$ cat src/hw/rtl/slave_clock_pulse_sequencer_defines.svh
// ----------------------------------------------------------------------------
// Slave clock pulse sequencer assertion macros
// Shared assertion macros for the sequencer. Defining NO_ASSERTIONS leaves
// every use empty.
// ----------------------------------------------------------------------------
`ifndef SLAVE_CLOCK_PULSE_SEQUENCER_DEFINES_SVH
`define SLAVE_CLOCK_PULSE_SEQUENCER_DEFINES_SVH

`ifndef NO_ASSERTIONS
// Checked on every clock edge except while reset is asserted.
`define SCP_ASSERT(name, prop, msg) \
	name: assert property (@(posedge clk) disable iff (!arst_n) (prop)) else $error(msg);
// Checked on every clock edge, including during reset.
`define SCP_ASSERT_ALWAYS(name, prop, msg) \
	name: assert property (@(posedge clk) (prop)) else $error(msg);
`else
`define SCP_ASSERT(name, prop, msg)
`define SCP_ASSERT_ALWAYS(name, prop, msg)
`endif

`endif

$ cat src/hw/rtl/scp_pkg.sv
// ----------------------------------------------------------------------------
// Slave clock pulse sequencer package
// Types, command and register codes and constants of the drive sequencer.
// ----------------------------------------------------------------------------
package scp_pkg;

	localparam int TimerWidth = 16;
	localparam int OutWidth   = 16;

	// Timer counter mask, cut to the width of the reload output.
	localparam logic [OutWidth-1:0] TimerMaskOut =
		OutWidth'((64'd1 << TimerWidth) - 64'd1);

	localparam logic [15:0] ButtonBaseTicks = 16'd8000;

	// Commands of an input item.
	localparam logic [1:0] CMD_TIMER  = 2'd0;
	localparam logic [1:0] CMD_COMP   = 2'd1;
	localparam logic [1:0] CMD_BUTTON = 2'd2;

	// Configuration register indexes.
	localparam logic [2:0] REG_PERIOD      = 3'd0;
	localparam logic [2:0] REG_PULSE       = 3'd1;
	localparam logic [2:0] REG_CHARGE      = 3'd2;
	localparam logic [2:0] REG_TRIM_PERIOD = 3'd3;
	localparam logic [2:0] REG_TRIM_STEP   = 3'd4;
	localparam logic [2:0] REG_TRIM_OFFSET = 3'd5;
	localparam logic [2:0] REG_TRIM_SIGN   = 3'd6;
	localparam logic [2:0] REG_MODE        = 3'd7;

	// Configuration reset values.
	localparam logic [15:0] PeriodReset = 16'd30720;
	localparam logic [15:0] PulseReset  = 16'd50;
	localparam logic [4:0]  ModeReset   = 5'd24;

	typedef enum logic [1:0] {
		PH_INITIAL = 2'd0,
		PH_IDLE    = 2'd1,
		PH_CHARGE  = 2'd2,
		PH_PULSE   = 2'd3
	} phase_t;

	typedef struct packed {
		logic gate_a;
		logic gate_b;
		logic boost_low;
		logic boost_high;
		logic cutoff;
	} pins_t;

endpackage

$ cat src/hw/rtl/slave_clock_pulse_sequencer.sv
// ----------------------------------------------------------------------------
// Slave clock pulse sequencer
// Phase machine of a slave-clock driver: timer reloads and drive pin levels.
// ----------------------------------------------------------------------------
// Usage:
// Input items (cmd, timer_count) arrive on item_valid / item_stall. An item
// is accepted at a clock edge with item_valid high and item_stall low. It is
// held in an input register, and the whole phase step is computed from that
// register into the result register.
// Each input item gives exactly one result item on result_valid /
// result_stall. One item per cycle is sustained while result_stall is low;
// the step logic between the input and result registers sets that figure.
// When the receiver stalls, the result register holds its item and the input
// register can still take one more item; item_stall rises only when both
// are full.
// Configuration registers are written through cfg_we, cfg_index and cfg_data.
// The user must write them only while the block is idle; this is not enforced.
// Reset puts the configuration at its defaults, the phase at initial, the pin
// state low, the trim accumulator at zero and both registers empty.
// ----------------------------------------------------------------------------
`include "slave_clock_pulse_sequencer_defines.svh"

module slave_clock_pulse_sequencer (
	input  logic        clk,
	input  logic        arst_n,
	input  logic        cfg_we,
	input  logic [2:0]  cfg_index,
	input  logic [15:0] cfg_data,
	input  logic        item_valid,
	output logic        item_stall,
	input  logic [1:0]  cmd,
	input  logic [15:0] timer_count,
	output logic        result_valid,
	input  logic        result_stall,
	output logic [15:0] reload_value,
	output logic        reload_written,
	output logic        gate_a,
	output logic        gate_b,
	output logic        boost_low,
	output logic        boost_high,
	output logic        cutoff,
	output logic        comparator_on,
	output logic [1:0]  phase
);

	// Configuration registers.
	logic [15:0] period_q, pulse_q, charge_q, trim_period_q, trim_step_q, trim_offset_q;
	logic [1:0]  trim_sign_q;
	logic [4:0]  mode_q;

	// Input register.
	logic        valid_s1;
	logic [1:0]  cmd_s1;
	logic [15:0] count_s1;

	// Sequencer state.
	scp_pkg::phase_t phase_q, phase_nxt;
	logic            toggle_q, toggle_nxt;
	logic            armed_q, armed_nxt;
	logic [15:0]     ext_q, ext_nxt;
	logic [15:0]     meas_q, meas_nxt;
	logic [16:0]     acc_q, acc_nxt;
	scp_pkg::pins_t  pins_q, pins_nxt;

	// Result register.
	logic            res_valid_q;
	logic [15:0]     res_reload_q;
	logic            res_written_q;
	scp_pkg::pins_t  res_pins_q;
	logic            res_armed_q;
	scp_pkg::phase_t res_phase_q;

	logic        advance, accept, step;
	logic        dual, alt;
	logic        pulse_step;
	logic [15:0] reload, ext_sum;
	logic        written;
	logic [17:0] acc_sum;
	logic        trim_on, trim_hit;
	logic [15:0] trim_corr, period_value;

	assign advance    = !res_valid_q || !result_stall;
	assign item_stall = valid_s1 && !advance;
	assign accept     = item_valid && !item_stall;
	assign step       = valid_s1 && advance;

	assign dual = mode_q[0];
	assign alt  = mode_q[1];

	always_ff @(posedge clk or negedge arst_n) begin
		if (!arst_n) begin
			period_q      <= scp_pkg::PeriodReset;
			pulse_q       <= scp_pkg::PulseReset;
			charge_q      <= '0;
			trim_period_q <= '0;
			trim_step_q   <= '0;
			trim_offset_q <= '0;
			trim_sign_q   <= '0;
			mode_q        <= scp_pkg::ModeReset;
		end else if (cfg_we) begin
			case (cfg_index)
				scp_pkg::REG_PERIOD:      period_q      <= cfg_data;
				scp_pkg::REG_PULSE:       pulse_q       <= cfg_data;
				scp_pkg::REG_CHARGE:      charge_q      <= cfg_data;
				scp_pkg::REG_TRIM_PERIOD: trim_period_q <= cfg_data;
				scp_pkg::REG_TRIM_STEP:   trim_step_q   <= cfg_data;
				scp_pkg::REG_TRIM_OFFSET: trim_offset_q <= cfg_data;
				scp_pkg::REG_TRIM_SIGN:   trim_sign_q   <= cfg_data[1:0];
				scp_pkg::REG_MODE:        mode_q        <= cfg_data[4:0];
				default: ;
			endcase
		end
	end

	// Input register: takes an item whenever it is empty or being drained.
	always_ff @(posedge clk or negedge arst_n) begin
		if (!arst_n) begin
			valid_s1 <= 1'b0;
		end else if (accept) begin
			valid_s1 <= 1'b1;
		end else if (advance) begin
			valid_s1 <= 1'b0;
		end
	end

	always_ff @(posedge clk) begin
		if (accept) begin
			cmd_s1   <= cmd;
			count_s1 <= timer_count;
		end
	end

	// A pulse step runs on a timer match in the pulse phase, and in single-cell
	// mode also in the charge phase when no charge time is set.
	always_comb begin
		pulse_step = 1'b0;
		if (cmd_s1 == scp_pkg::CMD_TIMER) begin
			if (phase_q == scp_pkg::PH_PULSE) begin
				pulse_step = 1'b1;
			end else if (!dual && phase_q == scp_pkg::PH_CHARGE && charge_q == '0) begin
				pulse_step = 1'b1;
			end
		end
	end

	// Next phase.
	always_comb begin
		phase_nxt = phase_q;
		if (cmd_s1 == scp_pkg::CMD_TIMER) begin
			case (phase_q)
				scp_pkg::PH_IDLE:   phase_nxt = scp_pkg::PH_CHARGE;
				scp_pkg::PH_CHARGE: phase_nxt = pulse_step ? scp_pkg::PH_IDLE
				                                           : scp_pkg::PH_PULSE;
				scp_pkg::PH_PULSE:  phase_nxt = scp_pkg::PH_IDLE;
				default:            phase_nxt = dual ? scp_pkg::PH_CHARGE
				                                     : scp_pkg::PH_IDLE;
			endcase
		end
	end

	// Trim correction of the period reload. The accumulator sum is formed at
	// full width so that a stale accumulator above the wrap value still works.
	always_comb begin
		trim_on  = trim_period_q != '0;
		acc_sum  = {1'b0, acc_q} + {2'b00, trim_step_q};
		trim_hit = trim_on && (acc_sum >= {2'b00, trim_period_q});
		trim_corr = trim_offset_q +
			(trim_hit ? {{14{trim_sign_q[1]}}, trim_sign_q} : 16'd0);
		ext_sum = pulse_q + charge_q + ext_q + (dual ? meas_q : 16'd0) + 16'd1;
		period_value = period_q - ext_sum + trim_corr;
	end

	// Result and state outputs of one step.
	always_comb begin
		reload     = '0;
		written    = 1'b0;
		toggle_nxt = toggle_q;
		armed_nxt  = armed_q;
		ext_nxt    = ext_q;
		meas_nxt   = meas_q;
		acc_nxt    = acc_q;
		pins_nxt   = pins_q;
		case (cmd_s1)
			scp_pkg::CMD_TIMER: begin
				written = 1'b1;
				if (pulse_step) begin
					reload = pulse_q - 16'd1;
					if (dual) begin
						armed_nxt           = 1'b0;
						pins_nxt.boost_high = 1'b1;
						pins_nxt.cutoff     = 1'b0;
					end else begin
						pins_nxt.cutoff    = 1'b1;
						pins_nxt.boost_low = 1'b0;
					end
					// With alternating polarity the first pulse goes to gate B.
					if (!alt || toggle_q) begin
						pins_nxt.gate_a = 1'b1;
					end else begin
						pins_nxt.gate_b = 1'b1;
					end
					if (alt) begin
						toggle_nxt = !toggle_q;
					end
				end else begin
					case (phase_q)
						scp_pkg::PH_IDLE: begin
							reload          = period_value;
							ext_nxt         = '0;
							pins_nxt.gate_a = 1'b0;
							pins_nxt.gate_b = 1'b0;
							if (!dual) begin
								pins_nxt.boost_low = 1'b1;
								armed_nxt          = 1'b1;
							end
							if (trim_on) begin
								acc_nxt = trim_hit ? 17'(acc_sum - {2'b00, trim_period_q})
								                   : acc_sum[16:0];
							end
						end
						scp_pkg::PH_CHARGE: begin
							if (dual) begin
								reload              = scp_pkg::TimerMaskOut;
								armed_nxt           = 1'b1;
								pins_nxt.cutoff     = 1'b1;
								pins_nxt.boost_high = 1'b0;
							end else begin
								reload             = charge_q - 16'd1;
								pins_nxt.boost_low = 1'b1;
							end
						end
						default: reload = 16'd1;
					endcase
				end
			end
			scp_pkg::CMD_COMP: begin
				if (armed_q) begin
					armed_nxt = 1'b0;
					if (dual) begin
						meas_nxt = count_s1;
						reload   = count_s1 + (charge_q - 16'd1);
						written  = 1'b1;
					end else begin
						pins_nxt.boost_low = 1'b0;
						pins_nxt.cutoff    = 1'b0;
					end
				end
			end
			scp_pkg::CMD_BUTTON: begin
				if (phase_q == scp_pkg::PH_CHARGE) begin
					ext_nxt = scp_pkg::ButtonBaseTicks >> mode_q[4:2];
					reload  = count_s1 + ext_nxt;
					written = 1'b1;
				end
			end
			default: ;
		endcase
		reload = reload & scp_pkg::TimerMaskOut;
	end

	always_ff @(posedge clk or negedge arst_n) begin
		if (!arst_n) begin
			phase_q  <= scp_pkg::PH_INITIAL;
			toggle_q <= 1'b0;
			armed_q  <= 1'b0;
			ext_q    <= '0;
			meas_q   <= '0;
			acc_q    <= '0;
			pins_q   <= '0;
		end else if (step) begin
			phase_q  <= phase_nxt;
			toggle_q <= toggle_nxt;
			armed_q  <= armed_nxt;
			ext_q    <= ext_nxt;
			meas_q   <= meas_nxt;
			acc_q    <= acc_nxt;
			pins_q   <= pins_nxt;
		end
	end

	always_ff @(posedge clk or negedge arst_n) begin
		if (!arst_n) begin
			res_valid_q <= 1'b0;
		end else if (advance) begin
			res_valid_q <= valid_s1;
		end
	end

	always_ff @(posedge clk) begin
		if (step) begin
			res_reload_q  <= reload;
			res_written_q <= written;
			res_pins_q    <= pins_nxt;
			res_armed_q   <= armed_nxt;
			res_phase_q   <= phase_nxt;
		end
	end

	assign result_valid   = res_valid_q;
	assign reload_value   = res_reload_q;
	assign reload_written = res_written_q;
	assign gate_a         = res_pins_q.gate_a;
	assign gate_b         = res_pins_q.gate_b;
	assign boost_low      = res_pins_q.boost_low;
	assign boost_high     = res_pins_q.boost_high;
	assign cutoff         = res_pins_q.cutoff;
	assign comparator_on  = res_armed_q;
	assign phase          = res_phase_q;

	`SCP_ASSERT(a_stall_needs_item, item_stall |-> valid_s1 && res_valid_q, "stall while free")
	`SCP_ASSERT(a_item_kept, valid_s1 && !advance |=> valid_s1, "held item lost")
	`SCP_ASSERT(a_no_write_zero, result_valid && !reload_written |-> reload_value == 16'd0, "stray reload")
	`SCP_ASSERT(a_no_return_initial, phase_q != scp_pkg::PH_INITIAL |=> phase_q != scp_pkg::PH_INITIAL, "back to initial")
	`SCP_ASSERT_ALWAYS(a_reset_empty, !arst_n |=> !res_valid_q && !valid_s1, "not empty in reset")

endmodule

$ cat config.mk
export PLATFORM = sky130hd
export DESIGN_NAME = slave_clock_pulse_sequencer
export DESIGN_NICKNAME = d
export VERILOG_FILES = /design/src/hw/rtl/scp_pkg.sv /design/src/hw/rtl/slave_clock_pulse_sequencer.sv
export VERILOG_INCLUDE_DIRS = /design/src /design/src/hw/rtl
export SDC_FILE = /design/constraint.sdc
export NUM_CORES = 1
export LEC_CHECK = 0
export BUFFER_PORTS_ARGS = -buffer_cell sky130_fd_sc_hd__buf_2
export CORE_UTILIZATION = 60
export DETAILED_ROUTE_END_ITERATION = 12
export HOLD_SLACK_MARGIN = 0.06
export PLACE_DENSITY = 0.78
export SKIP_CTS_REPAIR_TIMING = 1
export SKIP_LAST_GASP = 1
export SLEW_MARGIN = 20
export SYNTH_ARGS = -nofsm -noshare
export SYNTH_HDL_FRONTEND = slang
export SYNTH_SLANG_ARGS = --single-unit
$ cat constraint.sdc
create_clock -name clk -period 17.1 [get_ports clk]
set_input_delay 5.13 -clock clk [delete_from_list [all_inputs] [get_ports clk]]
set_output_delay 5.13 -clock clk [all_outputs]
set_load 0.005 [all_outputs]
# Word-level counts from Yosys, hierarchy flattened
# Index checks and enable logic that the tools add are counted.
# totals
regBits	206
input_bits	42
out_inout_bits	27
elab_cells	148
# classes
add_sub_neg	13
magnitude_cmp	1
eq_ne	15
n_shift	1
mux	51
n_bitwise	1
n_reduce_logical	34
# ops
cell	n
$mux 16	10
$add 16x16->16	7
$pmux 16 s2	2
$pmux 16 s3	1
$sub 16x1->16 const B	2
$mux 1	23
$add 17x16->18	1
$ge 18x16->1	1
$mux 17	1
$sub 17x16->17	1
$add 16x1->16 const B	1
$logic_not 16->1	1
$reduce_and 2->1	8
$reduce_bool 16->1	1
$shr 13x3->16 const A	1
$sub 16x16->16	1
$mux 2	7
$eq 3x3->1 const B	4
$reduce_and 5->1	2
$pmux 1 s2	4
$reduce_and 4->1	2
$logic_not 1->1	7
$eq 2x2->1 const B	3
$eq 3x2->1 const B	2
14 further kinds	23

# Depth between registers and ports, before layout
# depth
depth_word	9
mapped_depth	32
ltp_nobuf	32

# Least setup slack after synthesis
# OpenSTA, ideal clock, no wires.
# synth_path
path_type	input -> output
start	input result_stall
end	output item_stall
t_arrival_ps	5284
t_required_ps	11970
setup_slack_ps	6686
stages	2
path_cell_list	nand3_1 > inv_1
# synth_between
elab_chain_len	4
# synth_lines
element	line	rtl
from (decl)	slave_clock_pulse_sequencer.sv:34	input logic result_stall,
$logic_not 1->1	slave_clock_pulse_sequencer.sv:82	assign advance = !res_valid_q || !result_stall;
$logic_or 1x1->1	slave_clock_pulse_sequencer.sv:82	
$logic_not 1->1	slave_clock_pulse_sequencer.sv:83	assign item_stall = valid_s1 && !advance;
$logic_and 1x1->1	slave_clock_pulse_sequencer.sv:83	
to (decl)	slave_clock_pulse_sequencer.sv:30	output logic item_stall,
# Every way passes these cells.

# Worst setup path in the final report
# Ends and elaborated chain as after synthesis.

==> results.txt <==
endpoint class of the critical path: output port
Initial Util: 61.1%
final hold violations: 0
Avg Cell Area, Syn: 10.5 µm²
sequential fraction of the synthesis area: 37.1%
slew of the pin with the lowest slew margin: 1090 ps
clock sink count: 203
Die W: 156 µm
Worst Skew: 12.7 ps
DRC viols: 0
Synth Net Count: 1567
TritonCTS clock tree: yes
Die Y: 156 µm
Clock Root Buffer: clkbuf_16
status: completed
share of cells above drive strength 1: 18.2%
Hold/Removal Path Class: flip-flop to flip-flop
kind of critical path: input port to output port
setup TNS: 0 ps
first-pass GRT wire length: 55100 µm
DRT Pass-1 Iters: 5
final instance area: 15800 µm²
Fmax: 94.0 MHz
RSZ-0062 raised after global routing: no
1st-iter DRT viols: 785
via count: 10400
ys async rst share: 78.8%
largest net degree at the start of global routing: 103
grt total ovfl: 0
row count: 56
DP Wirelength: 26000 µm
synth warn: 0
Critical Path AT: 5500 ps
initial antenna violation count: 1
synthesized instance count: 1365
# setup viols final: 0
Period minus WS final: 10630 ps
Tcrit/Tclk final: 62.2%
R2R Setup Slk: 9970 ps
crit path max fanout: 3
DIE AREA: 24400 µm²
# H-tree levels: 1
Mapped Area: 14300 µm²
#FFs+latches synth: 203
fin nets: 1629
Clk Latency, worst-skew pair: 520 ps
final wirelength: 34700 µm
Primary FF master, synth: dfrtp_1
Overall Global Routing Usage: 29.4%
Worst-path clk slew: 60 ps
EDFF count, synth: 43
Port Buffers: 68
vias in the first global route: 10500
GPL Wtd Cong: 0.907
DR vias/cell: 5.92
Pins Over Slew Limit: 0
placed inst area: 14900 µm²
max-cap viol count: 0
number of nets still failing antenna checks after routing: 0
clk buf depth: 3
total CTS buffers: 24
Slew HR: 27.2%
Worst EP required: 11970 ps
Layout area overhead: 10.2%
Synth cell types: 89
fin util: 67.3%
DR WL/cell: 19.6 µm
I/O pins: 69
CORE AREA: 23400 µm²
WHS: 489 ps
Critical Path Source Type: input port
## cells in the mapped netlist (5+ instances only)
| master | number | area share (%) |
|---|---|---|
| nand4_1 | 9 | 0.39 |
| a21o_1 | 20 | 1.1 |
| dfstp_2 | 9 | 1.7 |
| and3_1 | 6 | 0.26 |
| dfrtp_1 | 151 | 26 |
| nor2b_1 | 12 | 0.53 |
| mux2i_1 | 8 | 0.56 |
| nor3_1 | 18 | 0.63 |
| a21oi_1 | 81 | 2.8 |
| nand2b_1 | 19 | 0.83 |
| clkbuf_1 | 32 | 0.84 |
| o22ai_1 | 8 | 0.35 |
| ha_1 | 85 | 7.4 |
| nor4_1 | 5 | 0.22 |
| a31oi_1 | 10 | 0.44 |
| edfxtp_1 | 43 | 9.0 |
| nor2_1 | 65 | 1.7 |
| o21bai_1 | 11 | 0.58 |
| o21a_1 | 13 | 0.68 |
| nand3_1 | 16 | 0.56 |
| inv_1 | 125 | 3.3 |
| xor2_1 | 38 | 2.3 |
| o21ai_0 | 62 | 2.2 |
| fa_1 | 75 | 11 |
| nand4b_1 | 5 | 0.31 |
| xnor2_1 | 64 | 3.9 |
| o21ai_1 | 30 | 1.1 |
| mux2_2 | 99 | 7.8 |
| a22oi_1 | 5 | 0.26 |
| nor4_2 | 7 | 0.61 |
| and2_1 | 19 | 0.83 |
| a22o_1 | 14 | 0.86 |
| nand2_1 | 96 | 2.5 |
## per-stage QoR
stage / setup WS, ps / std cells
5_1_grt: 6420 / 1765
3_3_place_gp: 6470 / 1720
3_5_place_dp: 6460 / 1720
4_1_cts: 6460 / 1764
6_report: 6470 / 1765
2_1_floorplan: 6690 / 1365
## final timing paths
| path | startpoint | end | cells past startpoint |
|---|---|---|---|
| worst max-delay path | result_stall | item_stall | 4 |
| worst min-delay path | acc_q[3]$_DFFE_PN0P_ | acc_q[3]$_DFFE_PN0P_ | 2 |
| worst max register to register | trim_step_q[0]$_DFFE_PN0P_ | reload_value[15]$_SDFFCE_PN0P_ | 32 |
| worst min register to register | acc_q[3]$_DFFE_PN0P_ | acc_q[3]$_DFFE_PN0P_ | 2 |
| max in group asynchronous | arst_n | trim_step_q[7]$_DFFE_PN0P_ | 2 |
| min in group asynchronous | arst_n | meas_q[0]$_DFFE_PN0P_ | 1 |
## layout make-up
cell class	count	area, µm²
clock buffers	35	714
flip-flops and latches	203	5310
inverters	126	473
diodes	1	2.50
fillers	1829	7650
repair buffers	76	407
multi-input cells	996	8360
clock inverters	9	88.8
well taps	319	399
## cells by family (layout without fill, tap and decap cells)
logic type / Yosys count / after routing / synth area share [%]
AO/OA/AOI/OAI: 317 / 317 / 14.3
flip-flops: 203 / 203 / 37.1
adder cells (fa/ha/maj): 160 / 160 / 17.9
AND/OR/NAND/NOR: 310 / 310 / 11.5
other: 0 / 1 / 0
buffers and inverters: 166 / 246 / 4.53
multiplexers: 107 / 107 / 8.36
XOR/XNOR: 102 / 102 / 6.25
## critical path: stages
cell	delay, ps
buf_2	110
nand3_1	110
inv_1	50
buf_2	120
## registers in the layout, summed over array words and instances, names as in the netlist, 5 cells and up
name and count:
pins_q 5, ext_q 13, count_s1 16, trim_step_q 16, charge_q 16, reload_value 16, period_q 16, trim_offset_q 16
meas_q 16, acc_q 17, trim_period_q 16, mode_q 5, pulse_q 16
## cells in the final DEF (no fill, tap or decap), drive strengths merged, types with 6 or more instances in the layout
cell type / netlist / routed
buf: 8 / 76
nor3: 22 / 22
o211ai: 6 / 6
o22ai: 8 / 8
o21ai: 95 / 95
nand4: 10 / 10
nor2b: 12 / 12
nand3: 16 / 16
inv: 125 / 126
mux2: 99 / 99
nor4: 13 / 13
a22o: 14 / 14
a21oi: 85 / 85
and3: 6 / 6
xor2: 38 / 38
nor2: 66 / 66
a31oi: 11 / 11
dfstp: 9 / 9
fa: 75 / 75
xnor2: 64 / 64
ha: 85 / 85
o21bai: 11 / 11
nand2b: 19 / 19
mux2i: 8 / 8
nor3b: 6 / 6
dfrtp: 151 / 151
edfxtp: 43 / 43
a21o: 20 / 20
clkbuf: 32 / 35
and2: 21 / 21
o21a: 13 / 13
nand2: 96 / 96
## metal layers
layer / routed length [µm] / global-route usage [%]
met1: 15200 / 39.1
met2: 16700 / 50.4
met3: 1940 / 3.74
met4: 874 / 8.26
met5: 0 / 0
Power is not shown: default switching activity piles up to over one toggle a cycle in this logic, so the estimate is an artifact.
